==> src/hdl/tapc_pkg.sv <==
// Shared types and constants for the tilt actuator proportional controller.
// Holds the command and register codes, the state, item and result structs,
// and the reciprocal table used by the target map. No dependencies.
package tapc_pkg;

    typedef enum logic [1:0] {
        CMD_TICK       = 2'd0,
        CMD_SET_TARGET = 2'd1,
        CMD_MANUAL     = 2'd2
    } tapc_cmd_t;

    typedef enum logic [2:0] {
        REG_MIN_DRIVE      = 3'd0,
        REG_MAX_DRIVE      = 3'd1,
        REG_DEADBAND       = 3'd2,
        REG_GAIN_Q4        = 3'd3,
        REG_POT_LOW_LIMIT  = 3'd4,
        REG_POT_HIGH_LIMIT = 3'd5,
        REG_JOY_DEADZONE   = 3'd6
    } tapc_reg_idx_t;

    localparam int CFG_INDEX_W = 3;
    localparam int CFG_DATA_W  = 10;
    localparam int S_TDATA_W   = 32;
    localparam int M_TDATA_W   = 48;

    // Register reset values.
    localparam logic [7:0] RST_MIN_DRIVE      = 8'd60;
    localparam logic [7:0] RST_MAX_DRIVE      = 8'd250;
    localparam logic [9:0] RST_DEADBAND       = 10'd10;
    localparam logic [9:0] RST_GAIN_Q4        = 10'd96;
    localparam logic [9:0] RST_POT_LOW_LIMIT  = 10'd215;
    localparam logic [9:0] RST_POT_HIGH_LIMIT = 10'd550;
    localparam logic [7:0] RST_JOY_DEADZONE   = 8'd40;

    // Target code meaning that no target has been set yet (-1).
    localparam logic signed [10:0] TARGET_NONE = -11'sd1;

    // Allowed target percentage window.
    localparam logic [6:0] PCT_LOW  = 7'd25;
    localparam logic [6:0] PCT_HIGH = 7'd69;
    localparam int PCT_SPAN = int'(PCT_HIGH) - int'(PCT_LOW) + 1;
    localparam int PCT_IDX_W = $clog2(PCT_SPAN);

    // Division by 100 as a multiply by ceil(2^23 / 100) and a shift. The
    // error term stays below one unit for every product of a clamped
    // percentage and a 10-bit span, so the quotient is exact.
    localparam int RECIP_SHIFT = 23;
    localparam int RECIP_K     = 83887;
    localparam int RECIP_W     = 23;

    typedef logic [RECIP_W-1:0] recip_table_t [PCT_SPAN];

    function automatic recip_table_t build_recip_table();
        recip_table_t tab;
        for (int i = 0; i < PCT_SPAN; i++) begin
            tab[i] = RECIP_W'((int'(PCT_LOW) + i) * RECIP_K);
        end
        return tab;
    endfunction

    // Entry i holds (25 + i) * RECIP_K, so one multiply covers pct / 100.
    localparam recip_table_t RECIP_TABLE = build_recip_table();

    typedef struct packed {
        logic [7:0] min_drive;
        logic [7:0] max_drive;
        logic [9:0] deadband;
        logic [9:0] gain_q4;
        logic [9:0] pot_low_limit;
        logic [9:0] pot_high_limit;
        logic [7:0] joystick_deadzone;
    } tapc_cfg_t;

    typedef struct packed {
        logic              manual_mode;
        logic signed [10:0] target_pos;
        logic [9:0]        current_pos;
        logic signed [8:0] applied_speed;
    } tapc_state_t;

    typedef struct packed {
        tapc_cmd_t         command;
        logic [9:0]        pot_sample;
        logic [6:0]        target_percent;
        logic signed [9:0] joystick;
    } tapc_item_t;

    typedef struct packed {
        logic               dir_out;
        logic               dir_in;
        logic [7:0]         pwm_duty;
        logic signed [8:0]  drive_speed;
        logic               auto_mode;
        logic signed [10:0] target_raw;
        logic [9:0]         position_raw;
    } tapc_result_t;

endpackage

==> src/hdl/tapc_step.sv <==
// Next-state and result logic for one controller command.
// Purely combinational; depends on tapc_pkg for the structs and tables.
module tapc_step
    import tapc_pkg::*;
(
    input  tapc_cfg_t    cfg,
    input  tapc_state_t  state,
    input  tapc_item_t   item,
    output tapc_state_t  state_next,
    output tapc_result_t result
);

    // Automatic drive.
    logic signed [11:0] err;
    logic        [11:0] err_mag;
    logic signed [22:0] err_prod;
    logic signed [22:0] err_prod_adj;
    logic signed [18:0] auto_raw;
    logic signed [18:0] auto_mn;
    logic signed [18:0] auto_mx;
    logic signed [18:0] auto_clamped;
    logic signed [8:0]  auto_drive;
    logic               auto_active;

    // Manual drive.
    logic signed [18:0] joy_prod;
    logic signed [18:0] joy_prod_adj;
    logic signed [10:0] man_raw;
    logic signed [10:0] man_mx;
    logic signed [10:0] man_clamped;
    logic        [10:0] man_mag;
    logic signed [8:0]  man_drive;

    // Target map.
    logic [6:0]           pct_clamped;
    logic [PCT_IDX_W-1:0] pct_idx;
    logic signed [10:0]   span;
    logic [9:0]           span_mag;
    logic [32:0]          map_prod;
    logic [9:0]           map_quot;
    logic signed [11:0]   map_signed;
    logic signed [11:0]   map_target;

    // Soft limits and final selection.
    logic signed [8:0] drive_cand;
    logic signed [8:0] drive_limited;
    logic              drive_update;
    logic signed [8:0] speed;

    always_comb begin
        err     = {state.target_pos[10], state.target_pos} - $signed({2'b00, item.pot_sample});
        err_mag = err[11] ? 12'(-err) : 12'(err);
        err_prod = 23'(err) * $signed(23'({1'b0, cfg.gain_q4}));
        // Truncate toward zero on the divide by 16.
        err_prod_adj = err_prod + (err_prod[22] ? 23'sd15 : 23'sd0);
        auto_raw = err_prod_adj[22:4];
        auto_mn  = $signed({11'b0, cfg.min_drive});
        auto_mx  = $signed({11'b0, cfg.max_drive});
        // Low bound is tested first, as the clamp defines it.
        if (auto_raw > 19'sd0) begin
            if (auto_raw < auto_mn) begin
                auto_clamped = auto_mn;
            end else if (auto_raw > auto_mx) begin
                auto_clamped = auto_mx;
            end else begin
                auto_clamped = auto_raw;
            end
        end else begin
            if (auto_raw < -auto_mx) begin
                auto_clamped = -auto_mx;
            end else if (auto_raw > -auto_mn) begin
                auto_clamped = -auto_mn;
            end else begin
                auto_clamped = auto_raw;
            end
        end
        auto_drive = (err_mag > {2'b00, cfg.deadband}) ? auto_clamped[8:0] : 9'sd0;
        auto_active = !state.manual_mode && (state.target_pos != TARGET_NONE);
    end

    always_comb begin
        joy_prod     = 19'(item.joystick) * $signed(19'({1'b0, cfg.max_drive}));
        joy_prod_adj = joy_prod + (joy_prod[18] ? 19'sd255 : 19'sd0);
        man_raw      = joy_prod_adj[18:8];
        man_mx       = $signed({3'b000, cfg.max_drive});
        if (man_raw > man_mx) begin
            man_clamped = man_mx;
        end else if (man_raw < -man_mx) begin
            man_clamped = -man_mx;
        end else begin
            man_clamped = man_raw;
        end
        man_mag   = man_clamped[10] ? 11'(-man_clamped) : 11'(man_clamped);
        man_drive = (man_mag < {3'b000, cfg.joystick_deadzone}) ? 9'sd0 : man_clamped[8:0];
    end

    always_comb begin
        if (item.target_percent < PCT_LOW) begin
            pct_clamped = PCT_LOW;
        end else if (item.target_percent > PCT_HIGH) begin
            pct_clamped = PCT_HIGH;
        end else begin
            pct_clamped = item.target_percent;
        end
        pct_idx    = PCT_IDX_W'(pct_clamped - PCT_LOW);
        span       = $signed({1'b0, cfg.pot_high_limit}) - $signed({1'b0, cfg.pot_low_limit});
        span_mag   = span[10] ? 10'(-span) : span[9:0];
        map_prod   = 33'(span_mag) * 33'(RECIP_TABLE[pct_idx]);
        map_quot   = 10'(map_prod >> RECIP_SHIFT);
        map_signed = span[10] ? -$signed({2'b00, map_quot}) : $signed({2'b00, map_quot});
        map_target = map_signed + $signed({2'b00, cfg.pot_low_limit});
    end

    always_comb begin
        drive_cand   = (item.command == CMD_MANUAL) ? man_drive : auto_drive;
        drive_limited = drive_cand;
        if (drive_cand > 9'sd0 && item.pot_sample >= cfg.pot_high_limit) begin
            drive_limited = 9'sd0;
        end
        if (drive_cand < 9'sd0 && item.pot_sample <= cfg.pot_low_limit) begin
            drive_limited = 9'sd0;
        end

        state_next   = state;
        drive_update = 1'b0;
        unique case (item.command)
            CMD_TICK: begin
                state_next.current_pos = item.pot_sample;
                drive_update = auto_active;
            end
            CMD_SET_TARGET: begin
                state_next.manual_mode = 1'b0;
                state_next.target_pos  = map_target[10:0];
            end
            CMD_MANUAL: begin
                state_next.manual_mode = 1'b1;
                state_next.current_pos = item.pot_sample;
                drive_update = 1'b1;
            end
            default: begin
                // Unused code: the state stays as it is.
            end
        endcase
        if (drive_update) begin
            state_next.applied_speed = drive_limited;
        end

        speed = state_next.applied_speed;
        result.dir_out      = speed > 9'sd0;
        result.dir_in       = speed < 9'sd0;
        result.pwm_duty     = speed[8] ? 8'(-speed) : speed[7:0];
        result.drive_speed  = speed;
        result.auto_mode    = !state_next.manual_mode;
        result.target_raw   = state_next.target_pos;
        result.position_raw = state_next.current_pos;
    end

endmodule

==> src/hdl/tilt_actuator_p_control_core.sv <==
// Top level of the tilt actuator proportional position controller.
// Holds the configuration, input, state and output registers around
// tapc_step; depends on tapc_pkg.
//
//   Channel   Direction  Handshake           Payload
//   s_        in         s_tvalid/s_tready   s_tuser command, s_tdata fields
//   m_        out        m_tvalid/m_tready   m_tdata result fields
//   cfg_      in         cfg_wr_en only      cfg_index, cfg_data
//
// One transaction is accepted per cycle while s_tready is high; its result
// passes through the input register, then the result register, and appears
// on m_ once the result register is loaded after a single pass through
// tapc_step. The controller state is updated in the same edge that loads the
// result register, so the next command sees it.
// Reset (aresetn low, synchronous) restores the register defaults, manual
// mode, no target and a stopped motor. A stall on m_ holds the result and,
// once the input register is full as well, drops s_tready.
module tilt_actuator_p_control_core
    import tapc_pkg::*;
(
    input  logic                   aclk,
    input  logic                   aresetn,
    input  logic                   s_tvalid,
    output logic                   s_tready,
    // [9:0] pot_sample, [16:10] target_percent, [26:17] joystick, rest zero
    input  logic [S_TDATA_W-1:0]   s_tdata,
    // [1:0] command
    input  logic [1:0]             s_tuser,
    output logic                   m_tvalid,
    input  logic                   m_tready,
    // [0] dir_out, [1] dir_in, [9:2] pwm_duty, [18:10] drive_speed,
    // [19] auto_mode, [30:20] target_raw, [40:31] position_raw, rest zero
    output logic [M_TDATA_W-1:0]   m_tdata,
    input  logic                   cfg_wr_en,
    input  logic [CFG_INDEX_W-1:0] cfg_index,
    input  logic [CFG_DATA_W-1:0]  cfg_data
);

    tapc_cfg_t    cfg_reg;
    tapc_cfg_t    cfg_next;
    tapc_state_t  state_reg;
    tapc_state_t  state_next;
    tapc_item_t   item_reg;
    tapc_item_t   item_in;
    logic         in_valid_reg;
    logic         in_valid_next;
    logic         out_valid_reg;
    logic         out_valid_next;
    logic [M_TDATA_W-1:0] out_data_reg;
    tapc_result_t result;
    logic         advance;
    logic         s_accept;

    assign advance  = in_valid_reg && (!out_valid_reg || m_tready);
    assign s_tready = !in_valid_reg || advance;
    assign s_accept = s_tvalid && s_tready;
    assign m_tvalid = out_valid_reg;
    assign m_tdata  = out_data_reg;

    assign item_in.command        = tapc_cmd_t'(s_tuser);
    assign item_in.pot_sample     = s_tdata[9:0];
    assign item_in.target_percent = s_tdata[16:10];
    assign item_in.joystick       = $signed(s_tdata[26:17]);

    tapc_step u_step (
        .cfg        (cfg_reg),
        .state      (state_reg),
        .item       (item_reg),
        .state_next (state_next),
        .result     (result)
    );

    always_comb begin
        cfg_next = cfg_reg;
        if (cfg_wr_en) begin
            unique case (tapc_reg_idx_t'(cfg_index))
                REG_MIN_DRIVE:      cfg_next.min_drive         = cfg_data[7:0];
                REG_MAX_DRIVE:      cfg_next.max_drive         = cfg_data[7:0];
                REG_DEADBAND:       cfg_next.deadband          = cfg_data;
                REG_GAIN_Q4:        cfg_next.gain_q4           = cfg_data;
                REG_POT_LOW_LIMIT:  cfg_next.pot_low_limit     = cfg_data;
                REG_POT_HIGH_LIMIT: cfg_next.pot_high_limit    = cfg_data;
                REG_JOY_DEADZONE:   cfg_next.joystick_deadzone = cfg_data[7:0];
                default: begin
                    // Writes beyond the register list are dropped.
                end
            endcase
        end
    end

    always_comb begin
        in_valid_next = in_valid_reg;
        if (s_accept) begin
            in_valid_next = 1'b1;
        end else if (advance) begin
            in_valid_next = 1'b0;
        end
        out_valid_next = out_valid_reg;
        if (advance) begin
            out_valid_next = 1'b1;
        end else if (m_tready) begin
            out_valid_next = 1'b0;
        end
    end

    always_ff @(posedge aclk) begin
        if (!aresetn) begin
            cfg_reg.min_drive         <= RST_MIN_DRIVE;
            cfg_reg.max_drive         <= RST_MAX_DRIVE;
            cfg_reg.deadband          <= RST_DEADBAND;
            cfg_reg.gain_q4           <= RST_GAIN_Q4;
            cfg_reg.pot_low_limit     <= RST_POT_LOW_LIMIT;
            cfg_reg.pot_high_limit    <= RST_POT_HIGH_LIMIT;
            cfg_reg.joystick_deadzone <= RST_JOY_DEADZONE;
            state_reg.manual_mode     <= 1'b1;
            state_reg.target_pos      <= TARGET_NONE;
            state_reg.current_pos     <= 10'd0;
            state_reg.applied_speed   <= 9'sd0;
            in_valid_reg              <= 1'b0;
            out_valid_reg             <= 1'b0;
        end else begin
            cfg_reg       <= cfg_next;
            in_valid_reg  <= in_valid_next;
            out_valid_reg <= out_valid_next;
            if (advance) begin
                state_reg <= state_next;
            end
        end
    end

    always_ff @(posedge aclk) begin
        if (s_accept) begin
            item_reg <= item_in;
        end
        if (advance) begin
            out_data_reg <= {7'b0, result.position_raw, result.target_raw, result.auto_mode,
                             result.drive_speed, result.pwm_duty, result.dir_in,
                             result.dir_out};
        end
    end

    // Automatic mode is only ever entered together with a valid target.
    a_auto_has_target: assert property (@(posedge aclk) disable iff (!aresetn)
        !state_reg.manual_mode |-> (state_reg.target_pos != TARGET_NONE))
        else $error("automatic mode without a target");

    // The input side is held off only while both registers are occupied.
    a_ready_backpressure: assert property (@(posedge aclk) disable iff (!aresetn)
        !s_tready |-> (in_valid_reg && out_valid_reg && !m_tready))
        else $error("s_tready low without a full pipeline");

    // A command that leaves the input register shows its result next cycle.
    a_advance_result: assert property (@(posedge aclk) disable iff (!aresetn)
        advance |=> m_tvalid)
        else $error("result missing after a command advanced");

    // A manual command always leaves the controller in manual mode.
    a_manual_mode: assert property (@(posedge aclk) disable iff (!aresetn)
        (advance && item_reg.command == CMD_MANUAL) |=> state_reg.manual_mode)
        else $error("manual command did not select manual mode");

endmodule

==> config.mk <==
export PLATFORM = sky130hd
export DESIGN_NAME = tilt_actuator_p_control_core
export DESIGN_NICKNAME = d
export VERILOG_FILES = /design/src/hdl/tapc_pkg.sv /design/src/hdl/tapc_step.sv /design/src/hdl/tilt_actuator_p_control_core.sv
export SDC_FILE = /design/constraint.sdc
export NUM_CORES = 2
export LEC_CHECK = 0
export BUFFER_PORTS_ARGS = -buffer_cell sky130_fd_sc_hd__clkbuf_2
export CAP_MARGIN = 20
export CORE_AREA = 2 2 292 294
export CTS_BUF_LIST = sky130_fd_sc_hd__clkbuf_8 sky130_fd_sc_hd__clkbuf_16
export DETAILED_ROUTE_END_ITERATION = 12
export DIE_AREA = 0 0 294 296
export MAX_ROUTING_LAYER = met4
export PLACE_DENSITY = 0.59
export SYNTH_ARGS = -nofsm -noshare
export SYNTH_HDL_FRONTEND = slang
export SYNTH_SLANG_ARGS = --single-unit
export TNS_END_PERCENT = 5
==> constraint.sdc <==
create_clock -name aclk -period 14 [get_ports aclk]
set_input_delay 0.7 -clock aclk [delete_from_list [all_inputs] [get_ports aclk]]
set_output_delay 0.7 -clock aclk [all_outputs]
set_load 0.05 [all_outputs]
# Yosys cells after proc, flatten, opt, wreduce, memory -nomap -nowiden
# Memories as Yosys holds them, arrays and structs flattened.
# Index checks and enable logic that the tools add are counted.
# Widths: inputs -> output; s select.
dict set report totals {
  register_bits 167
  mem_bits_ro 1472
  input_bits 52
  output_inout_bits 50
  elab_cells 119
  n_memories 1
}
# name words width rd rd_ports_with_merged_regs write_ports line_no
set mem_list {}
lappend mem_list {{(no name shown)} 64 23 1 0 0 tapc_step.sv:108} ;# map_prod = 33'(span_mag) * 33'(RECIP_TABLE[pct_idx]);
dict set report op_classes {
  addsub 14
  n_mul 3
  order_cmp 18
  n_eq_ne 9
  n_mux 32
  bitwise_logic 1
  reduce_logical 23
}
# operator n
set ops {}
lappend ops {{$mux 9} 11}
lappend ops {{$mux 11} 5}
lappend ops {{$mux 23} 2}
lappend ops {{$neg 8->19} 2}
lappend ops {{$mul 10x23->33} 1}
lappend ops {{$add 23x5->23} 1}
lappend ops {{$mul 12x11->23} 1}
lappend ops {{$mux 10} 2}
lappend ops {{$add 19x19->19} 1}
lappend ops {{$gt 19x1->1 const B} 1}
lappend ops {{$gt 19x19->1} 1}
lappend ops {{$gt 19x9->1} 1}
lappend ops {{$lt 19x19->1} 1}
lappend ops {{$lt 19x9->1} 1}
lappend ops {{$mul 10x9->19} 1}
lappend ops {{$gt 9x1->1 const B} 2}
lappend ops {{$lt 9x1->1 const B} 2}
lappend ops {{$mux 8} 2}
lappend ops {{$reduce_and 2->1} 7}
lappend ops {{$gt 12x10->1} 1}
lappend ops {{$mux 12} 1}
lappend ops {{$mux 6} 2}
lappend ops {{$neg 12->12} 1}
lappend ops {{$sub 11x11->12} 1}
lappend ops {{33 further kinds} 49}

# Longest topological paths before layout
dict set report logic_depth {
  depth_word 18
  mapped_depth 59
  depth_no_buf 55
}

# By module
# Synthesis repeated with hierarchy kept, for this count alone.
dict set report hier_totals {
  hier_cells 3533
  hier_area_um2 29734.8
}
# module instances cells_per_inst area_per_inst_um2
set modules_own_cells {}
lappend modules_own_cells {tapc_step 1 3081 24073.1}
lappend modules_own_cells {tilt_actuator_p_control_core 1 452 5661.7}

# Worst setup path after synthesis
# Ideal clock, no wire load.
dict set report synth_timing {
  path_kind {register to register}
  from {register cfg_reg[50] (netlist name)}
  to {register out_data_reg[0], in the netlist m_tdata[0], data pin}
  setup_ns 0.262
  arrival_ns 12.436
  required_ns 13.738
  path_slack_ns 1.301
  stages_incl_launch_ff 54
  n_path_buf 4
  cell_sequence {dfxtp_1 clkbuf_1 clkbuf_1 nand2_1 fa_1 inv_1 ha_1 ha_1 inv_1 fa_1 inv_1 ha_1 fa_1 a211oi_2 o211ai_1 a32oi_1 nor2b_1 xor2_1 [... 18 more ...] a21boi_0 nor2_1 xnor2_1 ha_1 a21o_1 a21o_1 a21oi_1 and3_1 a21oi_1 o41ai_2 a2bb2oi_2 mux2_4 buf_6 a22oi_1 ha_1 nand2_1 a2111oi_2 nor2_1}
}
# item line_no
set synth_lines {}
lappend synth_lines {{from (decl)} tilt_actuator_p_control_core.sv:39} ;# tapc_cfg_t cfg_reg;
lappend synth_lines {{from (signal assigned)} tilt_actuator_p_control_core.sv:122} ;# cfg_reg <= cfg_next;
lappend synth_lines {{to (signal assigned)} tilt_actuator_p_control_core.sv:136} ;# out_data_reg <= {7'b0, result.position_raw, result.target_raw, result.auto_mode,
lappend synth_lines {{to (decl)} tilt_actuator_p_control_core.sv:49} ;# logic [M_TDATA_W-1:0] out_data_reg;

==> qor.yml <==
run_status:
  run_status: "finished clean"
synthesis:
  synth_enable_flop_cells: 68
  ys.flop_type: "sky130_fd_sc_hd__dfxtp_1"
  synth_simple_gate_area_share_pct: 19.48
  netlist_area_um2: 29080
  yosys_register_bits: 165
  synthArstFlopShare_pct: 0
  synthesis.area_per_instance_um2: 8.311
  postSynthCellCount: 3499
  synth_mux_area_share_pct: 1.415
  main_combinational_cell_family_by_area_after_synthesis: "adder cells"
  yosysUniqueCellTypes: 104
  synth.yosys.warnings: 0
  yosysSeqAreaShare_pct: 13.70
  post_synth_xor_area_fraction_pct: 4.246
  compound_gate_portion_of_the_synthesized_area_pct: 14.91
  synth_fa_ha_area_share_pct: 37.71
worst_setup_path:
  critical_path_arrival_ns: 13.22
  crit_path_start_kind: "flop"
  worst-path-max-fanout: 11
  critical_path_required_ns: 14.23
  cp_slowest_stage_delay_ns: 0.63
  crit_path_top_delay_cell: "sky130_fd_sc_hd__fa_1"
  critical_path.most_common_cell: "sky130_fd_sc_hd__ha_1"
  setup.worst_path.end_class: "flop"
  path_class: "flop to flop"
grt:
  global_route_wire_length_before_repair_mm: 130.9
  overflow: 0
  first_global_vias: 23890
  grt_antenna_before_repair: 6
  maximum_number_of_pins_on_one_net_before_global_route_repair: 59
  groute.usage.overall_pct: 19.62
timing:
  slew-limit-headroom_pct: 25.32
  finClkSkew_ns: 0.03349
  grt_setup_unrepaired: "no"
  worst_slew_pin_slew_ns: 1.117
  report.final.setup_viol: 0
  finalCritPeriodShare_pct: 92.83
  final-max-slew-violation-count: 0
  tns_ns: 0
  final-hold-violation-count: 0
  timing.final.crit_period_ns: 13.00
  fmax_mhz: 76.95
cells_and_area:
  finish.cell_count_without_fillers: 4659
  area_added_between_synthesis_and_finish_pct: 8.695
  layout-drive-gt1-share_pct: 7.859
  final_common_cell: "sky130_fd_sc_hd__nand2_1"
  largest_reg_flops: 64
  layout_common_cells: "sky130_fd_sc_hd__nand2_1 (517), sky130_fd_sc_hd__inv_1 (502), sky130_fd_sc_hd__fa_1 (345)"
  finalNetCount: 4269
clock_network:
  h-tree-depth: 4
  cts-root-buf: "sky130_fd_sc_hd__clkbuf_16"
  tritoncts_clock_tree: "done"
  cts.sink_count: 165
  cts_inserted_buffers: 17
  clk_path_buf_depth: 2
  clkLatencyLatePin_ns: 0.51
  cts.clk_slew.worst_paths_ns: 0.09
detailed_routing:
  drt_wl_total_mm: 80.93
  detail_route.drc_violations: 0
  routedWlPerCell_um: 17.37
  post_drt_via_cell_ratio: 5.164
  detail_route.iter0.violations: 1455
  drt_pass_1_iters: 6
  vias: 24060
  final_antenna_net_count: 0
die:
  die_width_um: 294
  initial_utilization_pct: 34.53
  std_cell_rows: 107
  fp.dieArea_um2: 87020
  io_pins: 102
  core_area_um2: 84210
  floorplan.die.height_um: 296
placed_design:
  finalWeightedCongestion: 0.9251
  placement.io_buffers: 89
  detailedPlacementHpwl_mm: 65.70
  post-place-cells: 4618
flow_run:
  timing.max_cap.violations: 0
worst_hold_path:
  hold_path_class: "input port to flop"
## critical path, delay by kind of cell, from the launching register on
kind	cells	cell delay, ns
compound gates	18	3.64
xor+xnor	3	0.57
fa+ha+maj	10	3.79
buf+inv	7	0.85
flops	1	0.49
mux	2	0.71
simple gates	13	2.64
## final timing paths
path / cells after the start / from / slack, ns / end
worst max register to register: 53 / item_reg[9] / 1.00 / m_tdata[0]
worst min-delay path: 1 / s_tdata[26] / 0.36 / item_reg[9]
worst min register to register: 2 / state_reg[14] / 0.45 / state_reg[14]
worst max-delay path: 53 / item_reg[9] / 1.00 / m_tdata[0]
## cell type report
| cell class | count | area (um2) |
|---|---|---|
| Sequential cell | 165 | 3988 |
| Inverter | 506 | 1899 |
| Antenna cell | 6 | 15.01 |
| Fill cell | 8612 | 52600 |
| Clock buffer | 21 | 491.7 |
| Tap cell | 1090 | 1364 |
| Timing Repair Buffer | 164 | 1008 |
| Multi-Input combinational cell | 2696 | 22740 |
| Clock inverter | 11 | 106.4 |
## logic make-up (layout without fill, tap and decap cells)
group | count (synthesis) | count (layout)
AND/OR/NAND/NOR | 1192 | 1192
adder cells (fa/ha/maj) | 670 | 670
AO/OA/AOI/OAI | 647 | 647
buffers and inverters | 644 | 702
flip-flops | 165 | 165
XOR/XNOR | 141 | 141
multiplexers | 39 | 39
other | 1 | 13
## what timing repair did
action | CTS | global route
gates resized for setup | 0 | 10
setup endpoints to repair | 0 | 12
setup buffers | 0 | 2
hold buffers | 0 | 0
## cell usage after synthesis (31+ instances only)
cell type                    n  area, um2
sky130_fd_sc_hd__inv_1     502       1884
sky130_fd_sc_hd__fa_1      345       6907
sky130_fd_sc_hd__ha_1      322       4029
sky130_fd_sc_hd__o211ai_1   44      330.3
sky130_fd_sc_hd__o21a_1     34      255.2
sky130_fd_sc_hd__nand3_1    60      300.3
sky130_fd_sc_hd__xnor2_1    99      867.1
sky130_fd_sc_hd__edfxtp_1   68       2042
sky130_fd_sc_hd__and2_1    114      713.2
sky130_fd_sc_hd__xor2_1     42      367.9
sky130_fd_sc_hd__o21ai_0   106      530.5
sky130_fd_sc_hd__nor3_1     49      245.2
sky130_fd_sc_hd__nand2b_1   39      244.0
sky130_fd_sc_hd__a21o_1     41      307.8
sky130_fd_sc_hd__a21oi_1   192      960.9
sky130_fd_sc_hd__nor2b_1    92      575.6
sky130_fd_sc_hd__nand2_1   517       1941
sky130_fd_sc_hd__dfxtp_1    97       1942
sky130_fd_sc_hd__clkbuf_1  110      412.9
sky130_fd_sc_hd__nor2_1    189      709.4
sky130_fd_sc_hd__nand4_1    31      193.9
## routing by layer
| metal | track usage, % | routed length (um) | up-vias |
|---|---|---|---|
| met5 | - | 0 | - |
| met4 | 5.102 | 1597 | 0 |
| met3 | 3.320 | 4430 | 80 |
| met2 | 30.71 | 36590 | 546 |
| met1 | 26.29 | 38310 | 11690 |
| li1 | - | - | 11740 |
## through the flow
step	cell area (um2)	utilization [%]	setup WS (ns)	hold WS [ns]
after global placement	30940	36.74	0.6150	0.4423
after floorplan	29100	-	1.301	0.4319
after CTS	31540	37.45	0.4506	0.3371
after global routing	31610	37.54	0.01410	0.3627
final	31610	37.54	1.004	0.3607
after detailed placement	30940	36.74	0.5189	0.4469
Power is left out: the tool's default activity adds up to more than one toggle a clock period on the data nets, which glitch-free logic cannot reach.
